**src/rtl/core/sfd_pkg.sv**
```systemverilog
`default_nettype none
package sfd_pkg;

  // Link bytes with special meaning
  localparam logic [7:0] SYNC_BYTE = 8'hE0;
  localparam logic [7:0] ESC_BYTE  = 8'hD0;
  localparam logic [7:0] ESC_ADD   = 8'd1;

  // Frame overhead beyond the payload length
  localparam logic [8:0] LEN_OVERHEAD = 9'd5;
  // Index of the length byte within a frame
  localparam logic [8:0] LEN_INDEX    = 9'd3;

  localparam logic [8:0] FRAME_LIMIT_RESET = 9'd260;

  // Result status codes
  typedef enum logic [2:0] {
    ST_CONT     = 3'd0,
    ST_OK       = 3'd1,
    ST_CSUM     = 3'd2,
    ST_FRAMING  = 3'd3,
    ST_OVERFLOW = 3'd4
  } status_t;

  // Classified link byte, passed from front to back
  typedef struct packed {
    logic [7:0] data;
    logic       is_sync;
    logic       is_esc;
  } item_t;

endpackage
`default_nettype wire

```
**src/rtl/core/stuffed_frame_deframer_unit.sv**
```systemverilog
// Byte-stuffed frame deframer: takes one raw link byte per transaction on the
// s_ side and gives at most one unstuffed frame byte or frame status per byte
// on the m_ side. Sustained rate is one byte per clock while m_tready is held
// high; the limit is the per-byte state update in the back end (compare, add,
// count). A result passes through the two-entry input queue and then the
// output register: the byte is decoded straight from the queue head into it.
// Bytes dropped while hunting for sync give no transaction; escape bytes give
// none unless they end the frame with an error. frame_limit (cfg_wdata,
// reset 260) is written with cfg_we while idle: user's duty, not enforced.
`default_nettype none
module stuffed_frame_deframer_unit (
  input  wire logic       clk,
  input  wire logic       rst,
  input  wire logic       cfg_we,
  input  wire logic [8:0] cfg_wdata,  // [8:0] frame_limit
  input  wire logic       s_tvalid,
  output logic            s_tready,
  input  wire logic [7:0] s_tdata,    // [7:0] in_byte
  output logic            m_tvalid,
  input  wire logic       m_tready,
  output logic [7:0]      m_tdata,    // [7:0] out_byte
  output logic [3:0]      m_tuser,    // [0] byte_valid, [3:1] status
  output logic            m_tlast     // frame_end
);

  logic           q_valid;
  logic           q_pop;
  sfd_pkg::item_t q_item;

  // Front end: accept and classify
  sfd_front u_front (
    .clk      (clk),
    .rst      (rst),
    .s_tvalid (s_tvalid),
    .s_tready (s_tready),
    .s_tdata  (s_tdata),
    .q_valid  (q_valid),
    .q_item   (q_item),
    .q_pop    (q_pop)
  );

  // Back end: frame state and results
  sfd_back u_back (
    .clk       (clk),
    .rst       (rst),
    .cfg_we    (cfg_we),
    .cfg_wdata (cfg_wdata),
    .q_valid   (q_valid),
    .q_item    (q_item),
    .q_pop     (q_pop),
    .m_tvalid  (m_tvalid),
    .m_tready  (m_tready),
    .m_tdata   (m_tdata),
    .m_tuser   (m_tuser),
    .m_tlast   (m_tlast)
  );

endmodule
`default_nettype wire

```
**src/rtl/core/sfd_front.sv**
```systemverilog
`default_nettype none
// Accepts link bytes, tags sync and escape, and holds them in a two-entry queue.
module sfd_front (
  input  wire logic           clk,
  input  wire logic           rst,
  input  wire logic           s_tvalid,
  output logic                s_tready,
  input  wire logic [7:0]     s_tdata,   // [7:0] in_byte
  output logic                q_valid,
  output sfd_pkg::item_t      q_item,
  input  wire logic           q_pop
);

  sfd_pkg::item_t slots [2];
  logic           wr_ptr;
  logic           rd_ptr;
  logic [1:0]     count;
  logic           push;
  sfd_pkg::item_t item_in;

  // Classify the incoming byte
  always_comb begin
    item_in.data    = s_tdata;
    item_in.is_sync = (s_tdata == sfd_pkg::SYNC_BYTE);
    item_in.is_esc  = (s_tdata == sfd_pkg::ESC_BYTE);
  end

  assign s_tready = (count != 2'd2);
  assign push     = s_tvalid && s_tready;
  assign q_valid  = (count != 2'd0);
  assign q_item   = slots[rd_ptr];

  // Queue storage
  always_ff @(posedge clk) begin
    if (push) begin
      slots[wr_ptr] <= item_in;
    end
  end

  // Queue pointers and fill count
  always_ff @(posedge clk) begin
    if (rst) begin
      wr_ptr <= 1'b0;
      rd_ptr <= 1'b0;
      count  <= 2'd0;
    end else begin
      if (push) begin
        wr_ptr <= ~wr_ptr;
      end
      if (q_pop) begin
        rd_ptr <= ~rd_ptr;
      end
      case ({push, q_pop})
        2'b10:   count <= count + 2'd1;
        2'b01:   count <= count - 2'd1;
        default: count <= count;
      endcase
    end
  end

endmodule
`default_nettype wire

```
**src/rtl/core/sfd_back.sv**
```systemverilog
`default_nettype none
// Runs the frame state for each queued byte and holds the result in an output register.
module sfd_back (
  input  wire logic           clk,
  input  wire logic           rst,
  input  wire logic           cfg_we,
  input  wire logic [8:0]     cfg_wdata,
  input  wire logic           q_valid,
  input  wire sfd_pkg::item_t q_item,
  output logic                q_pop,
  output logic                m_tvalid,
  input  wire logic           m_tready,
  output logic [7:0]          m_tdata,   // [7:0] out_byte
  output logic [3:0]          m_tuser,   // [0] byte_valid, [3:1] status
  output logic                m_tlast    // frame_end
);

  typedef enum logic {HUNT, FRAME} state_t;

  state_t           state, state_next;
  logic             esc_pend, esc_pend_next;
  logic [8:0]       byte_count, byte_count_next;
  logic [7:0]       running_sum, running_sum_next;
  logic [7:0]       payload_length, payload_length_next;
  logic [8:0]       frame_limit;

  logic             res_valid;
  logic [7:0]       res_byte;
  logic             res_bvalid;
  logic             res_end;
  sfd_pkg::status_t res_status;

  logic [7:0]       ubyte;
  logic [8:0]       cnt_inc;
  logic [7:0]       len_eff;
  logic [8:0]       end_count;

  // Take the queue head whenever the output register is free or draining
  assign q_pop = q_valid && (!m_tvalid || m_tready);

  // Unstuffed byte, its count and the frame end point
  always_comb begin
    ubyte     = esc_pend ? (q_item.data + sfd_pkg::ESC_ADD) : q_item.data;
    cnt_inc   = byte_count + 9'd1;
    len_eff   = (byte_count == sfd_pkg::LEN_INDEX) ? ubyte : payload_length;
    end_count = {1'b0, len_eff} + sfd_pkg::LEN_OVERHEAD;
  end

  // Frame decoding for one byte
  always_comb begin
    state_next          = state;
    esc_pend_next       = esc_pend;
    byte_count_next     = byte_count;
    running_sum_next    = running_sum;
    payload_length_next = payload_length;
    res_valid           = 1'b0;
    res_byte            = 8'd0;
    res_bvalid          = 1'b0;
    res_end             = 1'b0;
    res_status          = sfd_pkg::ST_CONT;
    case (state)
      HUNT: begin
        if (q_item.is_sync) begin
          res_valid = 1'b1;
          if (frame_limit == 9'd0) begin
            res_end    = 1'b1;
            res_status = sfd_pkg::ST_OVERFLOW;
          end else begin
            state_next       = FRAME;
            esc_pend_next    = 1'b0;
            byte_count_next  = 9'd1;
            running_sum_next = 8'd0;
            res_byte         = q_item.data;
            res_bvalid       = 1'b1;
          end
        end
      end
      FRAME: begin
        if (byte_count >= frame_limit) begin
          res_valid  = 1'b1;
          res_end    = 1'b1;
          res_status = sfd_pkg::ST_OVERFLOW;
          state_next = HUNT;
        end else if (q_item.is_sync || (q_item.is_esc && esc_pend)) begin
          res_valid  = 1'b1;
          res_end    = 1'b1;
          res_status = sfd_pkg::ST_FRAMING;
          state_next = HUNT;
        end else if (q_item.is_esc) begin
          esc_pend_next = 1'b1;
        end else begin
          esc_pend_next   = 1'b0;
          byte_count_next = cnt_inc;
          if (byte_count == sfd_pkg::LEN_INDEX) begin
            payload_length_next = ubyte;
          end
          res_valid  = 1'b1;
          res_byte   = ubyte;
          res_bvalid = 1'b1;
          if (cnt_inc >= sfd_pkg::LEN_OVERHEAD && cnt_inc == end_count) begin
            res_end    = 1'b1;
            res_status = (running_sum == ubyte) ? sfd_pkg::ST_OK : sfd_pkg::ST_CSUM;
            state_next = HUNT;
          end else begin
            running_sum_next = running_sum + ubyte;
          end
        end
      end
      default: state_next = HUNT;
    endcase
    // Leaving a frame clears the per-frame state
    if (state_next == HUNT) begin
      esc_pend_next    = 1'b0;
      byte_count_next  = 9'd0;
      running_sum_next = 8'd0;
    end
  end

  // State, configuration and output register
  always_ff @(posedge clk) begin
    if (rst) begin
      state          <= HUNT;
      esc_pend       <= 1'b0;
      byte_count     <= 9'd0;
      running_sum    <= 8'd0;
      payload_length <= 8'd0;
      frame_limit    <= sfd_pkg::FRAME_LIMIT_RESET;
      m_tvalid       <= 1'b0;
    end else begin
      if (cfg_we) begin
        frame_limit <= cfg_wdata;
      end
      if (m_tready) begin
        m_tvalid <= 1'b0;
      end
      if (q_pop) begin
        state          <= state_next;
        esc_pend       <= esc_pend_next;
        byte_count     <= byte_count_next;
        running_sum    <= running_sum_next;
        payload_length <= payload_length_next;
        if (res_valid) begin
          m_tvalid <= 1'b1;
          m_tdata  <= res_byte;
          m_tuser  <= {res_status, res_bvalid};
          m_tlast  <= res_end;
        end
      end
    end
  end

endmodule
`default_nettype wire

```
**config.mk**
```make
export PLATFORM = sky130hd
export DESIGN_NAME = stuffed_frame_deframer_unit
export DESIGN_NICKNAME = d
export VERILOG_FILES = /design/src/rtl/core/sfd_pkg.sv /design/src/rtl/core/stuffed_frame_deframer_unit.sv /design/src/rtl/core/sfd_front.sv /design/src/rtl/core/sfd_back.sv
export SDC_FILE = /design/constraint.sdc
export NUM_CORES = 1
export LEC_CHECK = 0
export BUFFER_PORTS_ARGS = -buffer_cell sky130_fd_sc_hd__buf_2
export CAP_MARGIN = 20
export CORE_MARGIN = 4
export CORE_UTILIZATION = 25
export CTS_CLUSTER_DIAMETER = 200
export DETAILED_ROUTE_END_ITERATION = 7
export GPL_ROUTABILITY_DRIVEN = 0
export GPL_TIMING_DRIVEN = 0
export PLACE_DENSITY = 0.45
export SLEW_MARGIN = 30
export SYNTH_ARGS = -nofsm -noshare
export SYNTH_HDL_FRONTEND = slang
export SYNTH_SLANG_ARGS = --single-unit
```
**constraint.sdc**
```tcl
create_clock -name clk -period 9.7 [get_ports clk]
set_input_delay 0.485 -clock clk [delete_from_list [all_inputs] [get_ports clk]]
set_output_delay 0.485 -clock clk [all_outputs]
set_load 0.005 [all_outputs]
```
After elaboration in Yosys (flattened, before gate mapping). Memory sizes are Yosys's and may differ from the RTL's. A register that Yosys moved wholly into a read port is not among the register bits. Index checks and enable logic that the tools add are counted.

Bits in latches: 0. Input port bits: 22. Memories kept: 1. Output and inout port bits: 15. Flip-flop bits (word level): 54. Bits in read-only memories: 0. Memory bits (writable): 20.

Memories: u_front.slots (words 2, width 10, rd ports 1, clocked after memory_dff 1, wr ports 1, line sfd_front.sv:14) `sfd_pkg::item_t slots [2];`.

Bitwise gates (word level): 7. Equality and inequality tests: 14. $mul: 0. Divide/modulo/power cells: 0. Reduce and logical (&&, ||, !) cells: 15. Shift-type cells: 0. $lt $le $gt $ge: 2. $add $sub $neg: 6. Multiplexer cells: 68.

Operator list (count): 8-bit 2-to-1 mux (14); 9-bit 2-to-1 mux (6); 8-bit case mux with 2 select lines (2); 1-bit 2-to-1 mux (31); 3-bit 2-to-1 mux (6); 9-bit case mux with 2 select lines (1); 8-bit == test, second input constant (2); 3-bit inequality test, second input constant (5); 1-bit case mux with 2 select lines (5); 5-bit AND reduction (2); 8-bit by 3-bit adder with 9-bit output, second input constant (1); 9-bit by 1-bit adder with 9-bit output, second input constant (1); 9-bit by 2-bit == test with 1-bit output, second input constant (1); 9-bit == test (1); 9-bit by 3-bit >= comparator with 1-bit output, second input constant (1); 9-bit >= comparator (1); 9-bit zero test (1); 8-bit by 1-bit adder with 8-bit output, second input constant (1); 8-bit adder (1); 8-bit == test (1); 1-bit NOT (7); 7-bit AND reduction (1); 3-bit case mux with 2 select lines (1); 6-bit AND reduction (1); 13 further kinds (18).

Logic depth before layout (Yosys ltp). Gate-level depths: netlist of the first run.

Depth in word-level cells: 13. Gate-level depth with buffers: 17. Mapped depth without buffers: 14.

Cells and area by module. Synthesis of the first run repeated with hierarchy kept, for this count alone.

Cells, all modules: 454. Area total of the unflattened synthesis: 4372.9 µm².

By module, submodules not included: sfd_back (area an instance 3413.3 µm², times used 1, cells an instance 396); sfd_front (area an instance 959.7 µm², times used 1, cells an instance 58).

Worst setup path before layout of the first run. No wires, ideal clock.

Path kind: register to register. From: reg u_back.byte_count[0]. To: reg u_back.byte_count[2]. Cell stages (with the launch flop): 15. Path slack: 5.874 ns. Library setup time: 0.120 ns. Data arrival time: 3.707 ns. Buffers on the path: 1. Required time: 9.580 ns. Path through: dfxtp_1 ha_1 or4b_4 nor2_4 mux2i_1 inv_1 ha_1 xor2_1 a211o_1 nor4_1 o221ai_1 or4_1 buf_2 a41o_1 o31a_1.

Longest elaborated chain between the ends: 12. Elaborated cells between the ends (all ways): 24.

Ends and longest elaborated chain: start, declared (line sfd_back.sv:22) `logic [8:0] byte_count, byte_count_next;`; start signal, assigned (line sfd_back.sv:139) `byte_count <= byte_count_next;`; 9-bit by 2-bit == test with 1-bit output (*) (line sfd_back.sv:45) `len_eff = (byte_count == sfd_pkg::LEN_INDEX) ? ubyte : payload_length;`; 8-bit 2-to-1 mux (*) (line sfd_back.sv:45); net u_back.len_eff[0] (line sfd_back.sv:35) `logic [7:0] len_eff;`; 8-bit by 3-bit adder with 9-bit output (*) (line sfd_back.sv:46) `end_count = {1'b0, len_eff} + sfd_pkg::LEN_OVERHEAD;`; 9-bit == test (*) (line sfd_back.sv:100) `if (cnt_inc >= sfd_pkg::LEN_OVERHEAD && cnt_inc == end_count) begin`; 1-bit logical AND (*) (line sfd_back.sv:100); 1-bit 2-to-1 mux (*) (line sfd_back.sv:100); 1-bit 2-to-1 mux (*) (line sfd_back.sv:89) `end else if (q_item.is_esc) begin`; 1-bit 2-to-1 mux (*) (line sfd_back.sv:84) `end else if (q_item.is_sync || (q_item.is_esc && esc_pend)) begin`; 1-bit 2-to-1 mux (*) (line sfd_back.sv:79) `if (byte_count >= frame_limit) begin`; 1-bit case mux with 2 select lines (*) (line sfd_back.sv:61) `case (state)`; 3-bit inequality test (no source line) or 3-bit by 2-bit inequality test with 1-bit output (tied branches); 6-bit AND reduction (no source line).

Mark *: on every way through the listed nets, which the timed path passes. The rest lies on a longest branch. The select of a mux whose other input is x is not followed. A chain may end at the register's enable or synchronous reset.

==> metrics.md, run 1 <==
| Metric | Value |
|---|---|
| Clock tree buffer depth | 2 |
| Asr flop ratio synth | 0% |
| Global-route wire length before repair | around 19,000 um |
| Mapped Cells | 455 |
| Clock transition at path regs | ~0.06 ns |
| Setup TNS | 0 ns |
| Total CTS buffers | 9 |
| Max VDD drop | 0.113 mV |
| Fin util | between 30% and 40% |
| RSZ-0062 raised after global routing | no |
| Post-Layout Cell Count | 732 |
| Total GRT Usage | approximately an eighth |
| Max Slew Vio Count | 0 |
| Placed cells | 716 |
| Max FO, Critical Path | 10 |
| Clk sinks | 75 |
| Diode count | 0 |
| Residual DRC count | 0 |
| Detailed-route via count | ~3,600 |
| Sequential Area | 1830 sq um |
| Post-synth EDFFs | 33 |
| Max-cap violations | 0 |
| Critical path required time | slightly below 10 ns |
| Post-route clock period utilization | between 40 and 50% |
| Initial antenna violation count | 0 |
| CP Launch Type | flop |
| Largest net degree at the start of global routing | 13 |
| Post-DRT Antenna Nets | 0 |
| Count of different cell masters after synthesis | 74 |
| Row cnt | 48 |
| Die area | roughly 20,000 sq um |
| Area of the multi-input gates | 2470 sq um |
| Pwr Density | 209 nW/um^2 |
| H-tree levels | 3 |
| Clock root cell | clkbuf_16 |
| Die width | 142 um |
| Hold buffers post-CTS | 0 |
| Post-Syn Area | approximately 4500 sq um |
| DIE HEIGHT | 142 um |
| Slew @ Worst Pin | a little under 0.9 ns |
| Commonest non-fill, non-tap cell in the layout | dfxtp_1 |
| Leakage | ~2 nW |
| Io pins | 37 |
| Post-CTS setup buffers | 0 |
| Synth Flop Type | dfxtp_1 |
| Vias in the first global route | approximately 3,600 |
| Power, Total | roughly 1.1 mW |
| TritonCTS clock tree | yes |
| YS warnings | 0 |
| M1 wire length | around 5400 um |
| IO Port Bufs | 35 |
| Hold Fails Final Rpt | 0 |
| Resized cells post-CTS | 0 |
| HP Class | primary input to flop |
| Std-Cell Core Area | ~17,000 sq um |
| Layout cells sized above 1 | 16.6% |
| CP Capture Type | flop |
| Max frequency | ~220 MHz |
| Routed wl met3 | ~580 um |
| Syn_nets | approximately 500 |
| P&R area growth vs syn | 17.0% |
| Final setup fails | 0 |
| Post-Route Skew | between 0.008 and 0.009 ns |
| Starting Density | 25.8% |
| Worst-Skew Late Latency | about 0.33 ns |
| Syn Area/Cell | around 9.9 sq um |
| Tmin final | 4.51 ns |
| Routed WL | about 12,000 um |
| Setup CP Type | flop to flop |
| Pre-antenna DRT Iters | 5 |
| Vias per cell | 4.86 |
| Final net count | 546 |
| Met2 wire length | approximately 5500 um |
| Layout fillers | ~1,800 |
| WP data arrival | 4.73 ns |
| Seq/Total Area, Yosys | 40.7% |
| Highest metal used | met4 |
| Wire per inst | about 16 um |
| Commonest non-fill, non-tap cells in the layout | dfxtp_1 (42), buf_2 (38), nor2_1 (36) |
| Grt total ovfl | 0 |
| Post-DP HPWL | 9200 um |
| Iter 0 DRT Violations | between 150 and 200 |
| Status | finished, final reports clean |
| Slew headroom | approximately 41% |
| Synth Register Bits | 75 |
[sequential cells by signal, summed over array words and instances (netlist names), 2 cells and up, named ones only]
signal	count
u_back.byte_count	9
u_back.frame_limit	9
u_back.m_tdata	8
u_back.m_tuser	4
u_back.payload_length	8
u_back.running_sum	8
u_front.count	2
u_front.slots	20
[area by class of cell]
cell class | count | share of cell area [%]
multi-input combinational | 334 | 46.9
sequential | 75 | 34.7
tap | 225 | 5.34
clock buffer | 13 | 4.56
timing repair buffer | 36 | 3.54
buffer | 18 | 2.07
inverter | 28 | 1.99
clock inverter | 3 | 0.807
[layer usage]
layer	vias up	global-route usage, %
li1	1784	-
met3	12	2.15
met5	-	0
met2	83	19.9
met1	1677	16.2
met4	0	3.89
[Yosys cell counts, types with 3 or more instances]
library cell  count  area [sq um]
dfxtp_1          42           841
nor2_1           37           139
edfxtp_1         33           991
nand2_1          30           113
inv_1            28           105
ha_1             21           263
a21oi_1          20           100
mux2i_1          19           190
o21ai_0          19          95.1
xnor2_1          17           149
nand3_1          15          75.1
nor3_1           11          55.1
clkbuf_1          9          33.8
xor2_1            9          78.8
a22o_1            8          70.1
or3_1             8          50.1
a21o_1            7          52.6
and3_1            7          43.8
mux2_2            7          78.8
nor4_1            7          43.8
o31ai_1           6          45.0
buf_6             5          56.3
o211ai_1          5          37.5
a31oi_1           4          25.0
and2_1            4          25.0
nand2b_1          4          25.0
o21bai_1          4          30.0
a211o_1           3          26.3
a211oi_1          3          22.5
buf_2             3          15.0
nand4_1           3          18.8
o21a_1            3          22.5
[worst max-delay path: stages, from the launching register on]
cell and delay (ns):
dfxtp_1 0.32, buf_6 0.16, buf_6 0.16, mux2i_1 0.33, inv_1 0.14, ha_1 0.33
mux2_2 0.32, inv_1 0.15, o21ai_0 0.12, ha_1 0.30, xor2_1 0.16, a211o_1 0.27
nor4_1 0.38, o221ai_1 0.28, or4_1 0.43, buf_2 0.20, a41o_1 0.25, o31a_1 0.10
[power by group]
group	switching [mW]	internal [mW]	total, mW	leakage, nW
clock network	0.125	0.199	0.324	0.134
logic	0.236	0.133	0.370	1.26
registers	0.0253	0.383	0.408	0.652
[path summary, 6_finish.rpt]
path	cells past startpoint	slack (ns)	startpoint	to
setup reg to reg	17	5.19	flop	u_back.byte_count[2]
hold / removal	1	0.35	s_tdata[7]	u_front.slots[0][9]
setup / recovery	17	5.19	flop	u_back.byte_count[2]
hold reg to reg	1	0.49	u_back.running_sum[3]	u_back.running_sum[3]
[cells by family (layout without fill, tap and decap cells)]
group | after synthesis | count (layout) | synth area share, %
AND/OR/NAND/NOR | 150 | 150 | 18.3
multiplexers | 27 | 27 | 6.47
adder cells (fa/ha/maj) | 22 | 22 | 6.28
buffers and inverters | 46 | 98 | 4.75
AO/OA/AOI/OAI | 108 | 108 | 18.0
flip-flops | 75 | 75 | 40.7
XOR/XNOR | 27 | 27 | 5.55
[metrics by stage]
step / worst slack (ns) / hold slack, ns / instance area (sq um)
final: 5.19 / 0.352 / 5270
after global routing: 4.84 / 0.343 / 5270
after CTS: 5.17 / 0.340 / 5270
after detailed placement: 5.22 / 0.478 / 4990
after global placement: 5.06 / 0.465 / 4960
after floorplan: 5.87 / 0.449 / 4510
Note: power is estimated with default switching activity, not from simulation.
==> run 2, diff against run 1 <==
clock period = 4.2 ns   (was 9.7 ns; I/O delays follow)
==> run 2 against run 1 <==
Critical path depth down 3; first-iteration DRC count decreased by 14%; sequential share of layout area fell by 0.81 points; final cell count is 0.82% higher; non-clock buffer count grew 6; hold slack worse by 0.27 ns; cell area rose by 2.4%; combinational power rose by 140%; via count increased by 0.51%; critical path type unchanged; critical endpoint unchanged.
==> metrics.md, run 2 (same netlist as run 1, synthesis figures left out) <==
| Metric | Value |
|---|---|
| TritonCTS clock tree | yes |
| Starting Density | 25.8% (unchanged) |
| Clock power share | 28.8% (-0.6 points) |
| Final Cell Area | 5400 sq um (+2.4%) |
| Final net count | 552 (+1.1%) |
| Hold Fails Final Rpt | 0 (unchanged) |
| Detailed-route via count | 3,574 (+0.51%) |
| Crit-path cells | ha_2, or4b_4, nor2_4, mux2i_4, inv_1, ha_1, xor2_1, a211o_1, nor4_4, o221ai_2, or4_1, clkbuf_4, a41o_1, o31a_1 |
| IO Port Bufs | 35 (unchanged) |
| DIE HEIGHT | 142 um (unchanged) |
| Clock transition at path regs | 0.06 ns (about the same) |
| Fin util | 30.9% (+0.74 points) |
| Tmin final | 3.93 ns (-0.581 ns) |
| Max VDD drop | 0.260 mV (+130%) |
| Biggest regs | u_front.slots: 20 flops, u_back.byte_count: 9 flops, u_back.frame_limit: 9 flops |
| Post-DP HPWL | 9200 um (unchanged) |
| Commonest non-fill, non-tap cell in the layout | dfxtp_1 |
| CP Launch Type | flop |
| Max frequency | 254 MHz (+15%) |
| Pwr Density | 481 nW/um^2 (+130%) |
| Total CTS buffers | 9 (unchanged) |
| Post-route clock period utilization | 93.6% (+47 points) |
| Clk sinks | 75 (unchanged) |
| Pre-antenna DRT Iters | 6 (+1) |
| Sequential Power Share | 36.4% (-0.6 points) |
| Clock tree buffer depth | 2 (unchanged) |
| Initial antenna violation count | 0 (unchanged) |
| Max Slew Vio Count | 0 (unchanged) |
| Largest net degree at the start of global routing | 13 (unchanged) |
| Crit-path slowest cell | or4b_4 |
| Die width | 142 um (unchanged) |
| Placed cells | 716 (unchanged) |
| Grt total ovfl | 0 (unchanged) |
| Post-DRT Antenna Nets | 0 (unchanged) |
| Hold buffers post-CTS | 0 (unchanged) |
| Global-route wire length before repair | 19,100 um (+0.18%) |
| Commonest non-fill, non-tap cells in the layout | dfxtp_1 (41), buf_2 (37), nor2_1 (35) |
| Power, Total | 2.59 mW (+140%) |
| Critical path required time | 4.42 ns (-5.50 ns) |
| Vias per cell | 4.84 (-0.31%) |
| Die area | 20,200 sq um (unchanged) |
| Residual DRC count | 0 (unchanged) |
| Largest reg by FF count | u_front.slots |
| Io pins | 37 (unchanged) |
| Slew @ Worst Pin | 0.875 ns (-0.000246 ns) |
| Post-Layout Cell Count | 738 (+0.82%) |
| Clock root cell | clkbuf_16 |
| Max incr delay on CP | 0.50 ns (+0.07 ns) |
| Wire per inst | 15.9 um (-0.20%) |
| Iter 0 DRT Violations | 148 (-14%) |
| Sw Share | 35.2% (+0.077 points) |
| Max FFs per register | 20 (unchanged) |
| Std-Cell Core Area | 17,500 sq um (unchanged) |
| P_int | 1.68 mW (+140%) |
| Worst-Skew Late Latency | 0.33 ns (about the same) |
| Slew headroom | 41.2% (about the same) |
| Routed WL | 11,700 um (+0.62%) |
| P&R area growth vs syn | 19.9% |
| Final setup fails | 0 (unchanged) |
| Post-Route Skew | 0.00619 ns (-0.00194 ns) |
| H-tree levels | 3 (unchanged) |
| Diode count | 0 (unchanged) |
| Status | finished, final reports clean |
| Setup TNS | 0 ns (unchanged) |
| Area after DPL | 4990 sq um (unchanged) |
| Worst Hold Slack | 0.0783 ns (-0.274 ns) |
| Max-cap violations | 0 (unchanged) |
| CP Capture Type | flop |
| WP data arrival | 4.15 ns (-0.58 ns) |
| HP Class | primary input to flop |
| Pre-CTS setup slack | -0.281 ns (-5.50 ns) |
| Worst setup margin | 0.270 ns (-4.92 ns) |
| Combinational power share | 34.8% (+1.2 points) |
| Row cnt | 48 (unchanged) |
| Switch Pwr | 0.913 mW (+140%) |
| Vias in the first global route | 3,609 (+0.31%) |
| Layout cells sized above 1 | 19.3% (+2.7 points) |
| Max FO, Critical Path | 8 (-2) |
| Leakage | 2.09 nW (+2.4%) |
| RSZ-0062 raised after global routing | no |
| Total GRT Usage | 12.1% (+0.015 points) |
| Setup CP Type | flop to flop |
run 2: cell count changes in the layout (fill, tap and decap cells not counted), sizes merged:
cell,previous run,this run
buf,45,50
clkbuf,22,23
run 2: what timing repair did:
action | 4_1_cts | 5_1_grt
pin swaps | 0 | 2
resized for setup | 10 | 7
setup buffers | 0 | 6
setup endpoints to repair | 21 | 21
run 2: worst max-delay path, delay by kind of cell (launching register included):
family                     cells  cell delay, ns
muxes                          1            0.28
AOI/OAI and AO/OA              4            0.80
buffers and inverters          2            0.26
adders and majority gates      2            0.59
DFF                            1            0.45
and+or+nand+nor                4            1.26
xor gates and xnor gates       1            0.16
run 2: layout make-up:
cell class / instances / area (sq um)
Tap cell: 225 / 282
Inverter: 28 / 105
Multi-Input combinational cell: 334 / 2550
Fill cell: 1791 / 12100
Timing Repair Buffer: 42 / 231
Sequential cell: 75 / 1830
Clock inverter: 3 / 42.5
Buffer: 18 / 115
Clock buffer: 13 / 240
run 2: power groups by stage:
stage | Combinational, mW | Clock (mW) | Sequential [mW]
5_1_grt | 1.02 | 0.800 | 0.957
4_1_cts | 0.876 | 0.772 | 0.945
2_1_floorplan | 0.589 | 0 | 0.947
3_5_place_dp | 0.861 | 0 | 0.958
6_report | 0.902 | 0.748 | 0.945
3_3_place_gp | 0.835 | 0 | 0.956
run 2: worst paths after layout:
kind	slack, ns	cells past startpoint	end	start
max	0.27	14	u_back.byte_count[2]	u_back.byte_count[1]
min	0.08	1	u_front.slots[0][9]	s_tdata[7]
max reg2reg	0.27	14	u_back.byte_count[2]	u_back.byte_count[1]
min reg2reg	0.49	1	u_back.running_sum[3]	u_back.running_sum[3]
run 2: routing by layer:
layer,routed length (um),track usage (%),vias to the layer above
met5,0,0,-
met3,519,2.15,10
met1,5430,16.2,1691
met2,5610,20.0,74
li1,-,-,1799
met4,180,3.89,0
==> run 3, diff against run 2 <==
SYNTH_HIERARCHICAL = 1   (was default)
==> run 3 against run 2 <==
Non-clock buffer count up 6; sequential share of layout area increased by 0.91 points; synthesized cell count is 0.22% lower; register-to-register slack got worse by 0.03 ns; setup slack worse by 0.026 ns; flip-flop and latch count unchanged; count of clock-buffer cells in the layout decreased by 3; power fell by 1.8%; global-route usage increased by 0.54 points; maximum frequency down 0.65%.
==> metrics.md, run 3 <==
| Metric | Value |
|---|---|
| H-tree levels | 3 (unchanged) |
| Tmin final | 3.96 ns (+0.0256 ns) |
| CP Launch Type | flop |
| Clock transition at path regs | 0.06 ns (about the same) |
| Syn Area/Cell | 9.63 sq um (-2.7%) |
| Max VDD drop | 0.185 mV (-29%) |
| Worst Hold Slack | 0.0680 ns (-0.0103 ns) |
| Max Slew Vio Count | 0 (unchanged) |
| Slew @ Worst Pin | 0.740 ns (-0.135 ns) |
| Starting Density | 25.4% (-0.41 points) |
| Max FFs per register | 20 (unchanged) |
| Largest cells by area after synthesis | edfxtp_1 (23%), dfxtp_1 (19%), ha_1 (6.0%) |
| Initial antenna violation count | 0 (unchanged) |
| Routed WL | 11,900 um (+1.4%) |
| Setup TNS | 0 ns (unchanged) |
| Total CTS buffers | 9 (unchanged) |
| Setup CP Type | flop to flop |
| Max incr delay on CP | 0.50 ns (about the same) |
| Most frequent cells after synthesis | dfxtp_1 (42), nand2_1 (38), nor2_1 (38) |
| Total GRT Usage | 12.7% (+0.54 points) |
| Synth Flop Type | dfxtp_1 |
| Post-DP HPWL | 9030 um (-1.9%) |
| Worst-Skew Late Latency | 0.35 ns (+0.02 ns) |
| Post-Route Skew | 0.00875 ns (+0.00256 ns) |
| Critical path required time | 4.36 ns (-0.06 ns) |
| Max-cap violations | 0 (unchanged) |
| Io pins | 37 (unchanged) |
| Biggest regs | u_front/slots: 20 flops, u_back/byte_count: 9 flops, u_back/frame_limit: 9 flops |
| Commonest non-fill, non-tap cell in the layout | dfxtp_1 |
| Leakage | 1.96 nW (-6.0%) |
| Fin util | 30.5% (-0.40 points) |
| Die width | 140 um (-1.4%) |
| Area after DPL | 4870 sq um (-2.4%) |
| CP Capture Type | flop |
| Slew headroom | 50.2% (+8.9 points) |
| Synth Register Bits | 75 (unchanged) |
| Largest area contributor in the netlist | edfxtp_1 |
| Post-route clock period utilization | 94.2% (+0.61 points) |
| Residual DRC count | 0 (unchanged) |
| Final net count | 551 (-0.18%) |
| Global-route wire length before repair | 19,400 um (+1.3%) |
| Pwr Density | 485 nW/um^2 (+0.90%) |
| Std-Cell Core Area | 17,200 sq um (-1.4%) |
| Layout cells sized above 1 | 18.2% (-1.1 points) |
| Power, Total | 2.55 mW (-1.8%) |
| Pre-CTS setup slack | -0.147 ns (+0.134 ns) |
| Syn_nets | 498 (-0.20%) |
| Vias in the first global route | 3,588 (-0.58%) |
| Crit-path slowest cell | or4_4 |
| DIE HEIGHT | 140 um (-1.4%) |
| Most common cell in the netlist | dfxtp_1 |
| Pre-antenna DRT Iters | 4 (-2) |
| Largest reg by FF count | u_front/slots |
| IO Port Bufs | 36 (+2.9%) |
| Most Frequent Cell on Critical Path | ha_1 |
| Post-Layout Cell Count | 737 (-0.14%) |
| TritonCTS clock tree | yes |
| Max frequency | 253 MHz (-0.65%) |
| Final Cell Area | 5260 sq um (-2.7%) |
| Grt total ovfl | 0 (unchanged) |
| Iter 0 DRT Violations | 241 (+63%) |
| Detailed-route via count | 3,526 (-1.3%) |
| Diode count | 0 (unchanged) |
| Final setup fails | 0 (unchanged) |
| Crit-path leading delay family | compound AO/OA/AOI/OAI gates |
| Crit-path cells | clkbuf_4, mux2_2, ha_1, mux2i_4, o21ai_0, ha_1, a211oi_4, nor2_1, xnor2_1, o2111ai_1, or4_4, buf_6, nand4b_1, a21oi_2 |
| Clock root cell | clkbuf_16 |
| Bufs and invs on worst path | 2 (unchanged) |
| Count of different cell masters after synthesis | 62 (-16%) |
| Vias per cell | 4.78 (-1.2%) |
| HP Class | primary input to flop |
| Clk sinks | 75 (unchanged) |
| Mapped Cells | 454 (-0.22%) |
| Wire per inst | 16.2 um (+1.5%) |
| Post-synth EDFFs | 33 (unchanged) |
| Clock tree buffer depth | 2 (unchanged) |
| Hold buffers post-CTS | 0 (unchanged) |
| Placed cells | 718 (+0.28%) |
| Seq/Total Area, Yosys | 41.9% (+1.2 points) |
| RSZ-0062 raised after global routing | no |
| Die area | 19,700 sq um (-2.8%) |
| Post-Syn Area | 4370 sq um (-2.9%) |
| Largest net degree at the start of global routing | 15 (+2) |
| P&R area growth vs syn | 20.2% |
| Commonest non-fill, non-tap cells in the layout | dfxtp_1 (42), buf_2 (40), nand2_1 (38), nor2_1 (38), edfxtp_1 (33) |
| WP data arrival | 4.12 ns (-0.03 ns) |
| Asr flop ratio synth | 0% (unchanged) |
| Area share of the leading cell type in the synthesized netlist | 22.7% (+0.67 points) |
| Max FO, Critical Path | 10 (+2) |
| Row cnt | 48 (unchanged) |
| YS warnings | 6 (+6) |
| Hold Fails Final Rpt | 0 (unchanged) |
| Worst setup margin | 0.245 ns (-0.0256 ns) |
| Status | finished, final reports clean |
| Post-DRT Antenna Nets | 0 (unchanged) |
[run 3: cell count changes in the layout (fill, tap and decap cells not counted), sizes merged, moves of 4 or more]
cell,delta
mux2i,-7
and3,-5
a32o,+4
nand3,-4
nand4,+5
nor3,-4
nor4,-4
a22o,-7
nand2,+8
xnor2,+7
nor2b,+6
[run 3: report_power, final]
group          internal [mW]  switching [mW]  total [mW]
Combinational          0.297           0.552       0.849
Clock                  0.461           0.316       0.777
Sequential             0.873          0.0488       0.922
Total                   1.63           0.916        2.55
[run 3: timing repair]
item | 4_1_cts | 5_1_grt
endpoints found under the setup margin | 2 | 4
pin swaps | 0 | 1
buffers inserted | 2 | 1
resized for setup | 2 | 10
[run 3: worst paths after layout]
check             depth (start not counted)                     to  slack (ns)                  start
setup / recovery                         14      u_back/m_tuser[1]        0.24                   flop
hold / removal                            1    u_front/slots[0][9]        0.07             s_tdata[7]
hold reg to reg                           1  u_back/running_sum[2]        0.48  u_back/running_sum[2]
setup reg to reg                         14      u_back/m_tuser[1]        0.24                   flop
[run 3: logic make-up after synthesis]
family          count (synthesis)  synth area share, %
compound gates                106                 17.1
xor+xnor                       34                 7.12
simple gates                  146                 17.1
buf+inv                        48                 4.78
fa+ha+maj                      22                 6.47
mux                            23                 5.55
flops                          75                 41.9
[run 3: metal layers]
metal  vias to the layer above  global-route usage [%]  wire [um]
li1                       1756                       -          -
met1                      1685                    17.5       5670
met2                        73                    19.1       5350
met3                        12                    3.28        671
met4                         0                    4.74        216
met5                         -                       0          0
[run 3: layout make-up]
class                           count  area (sq um)
Clock buffer                       10           229
Clock inverter                      6          63.8
Buffer                             24           121
Timing Repair Buffer               42           225
Inverter                           24          90.1
Fill cell                        1820         12000
Tap cell                          225           282
Multi-Input combinational cell    331          2410
Sequential cell                    75          1830
[run 3: worst reg2reg max path, delay by kind of cell (launching register included)]
kind | cells | cell delay (ns)
compound gates | 4 | 0.81
xor+xnor | 1 | 0.16
fa+ha+maj | 2 | 0.62
buf+inv | 2 | 0.37
flops | 1 | 0.30
mux | 2 | 0.71
simple gates | 3 | 0.79
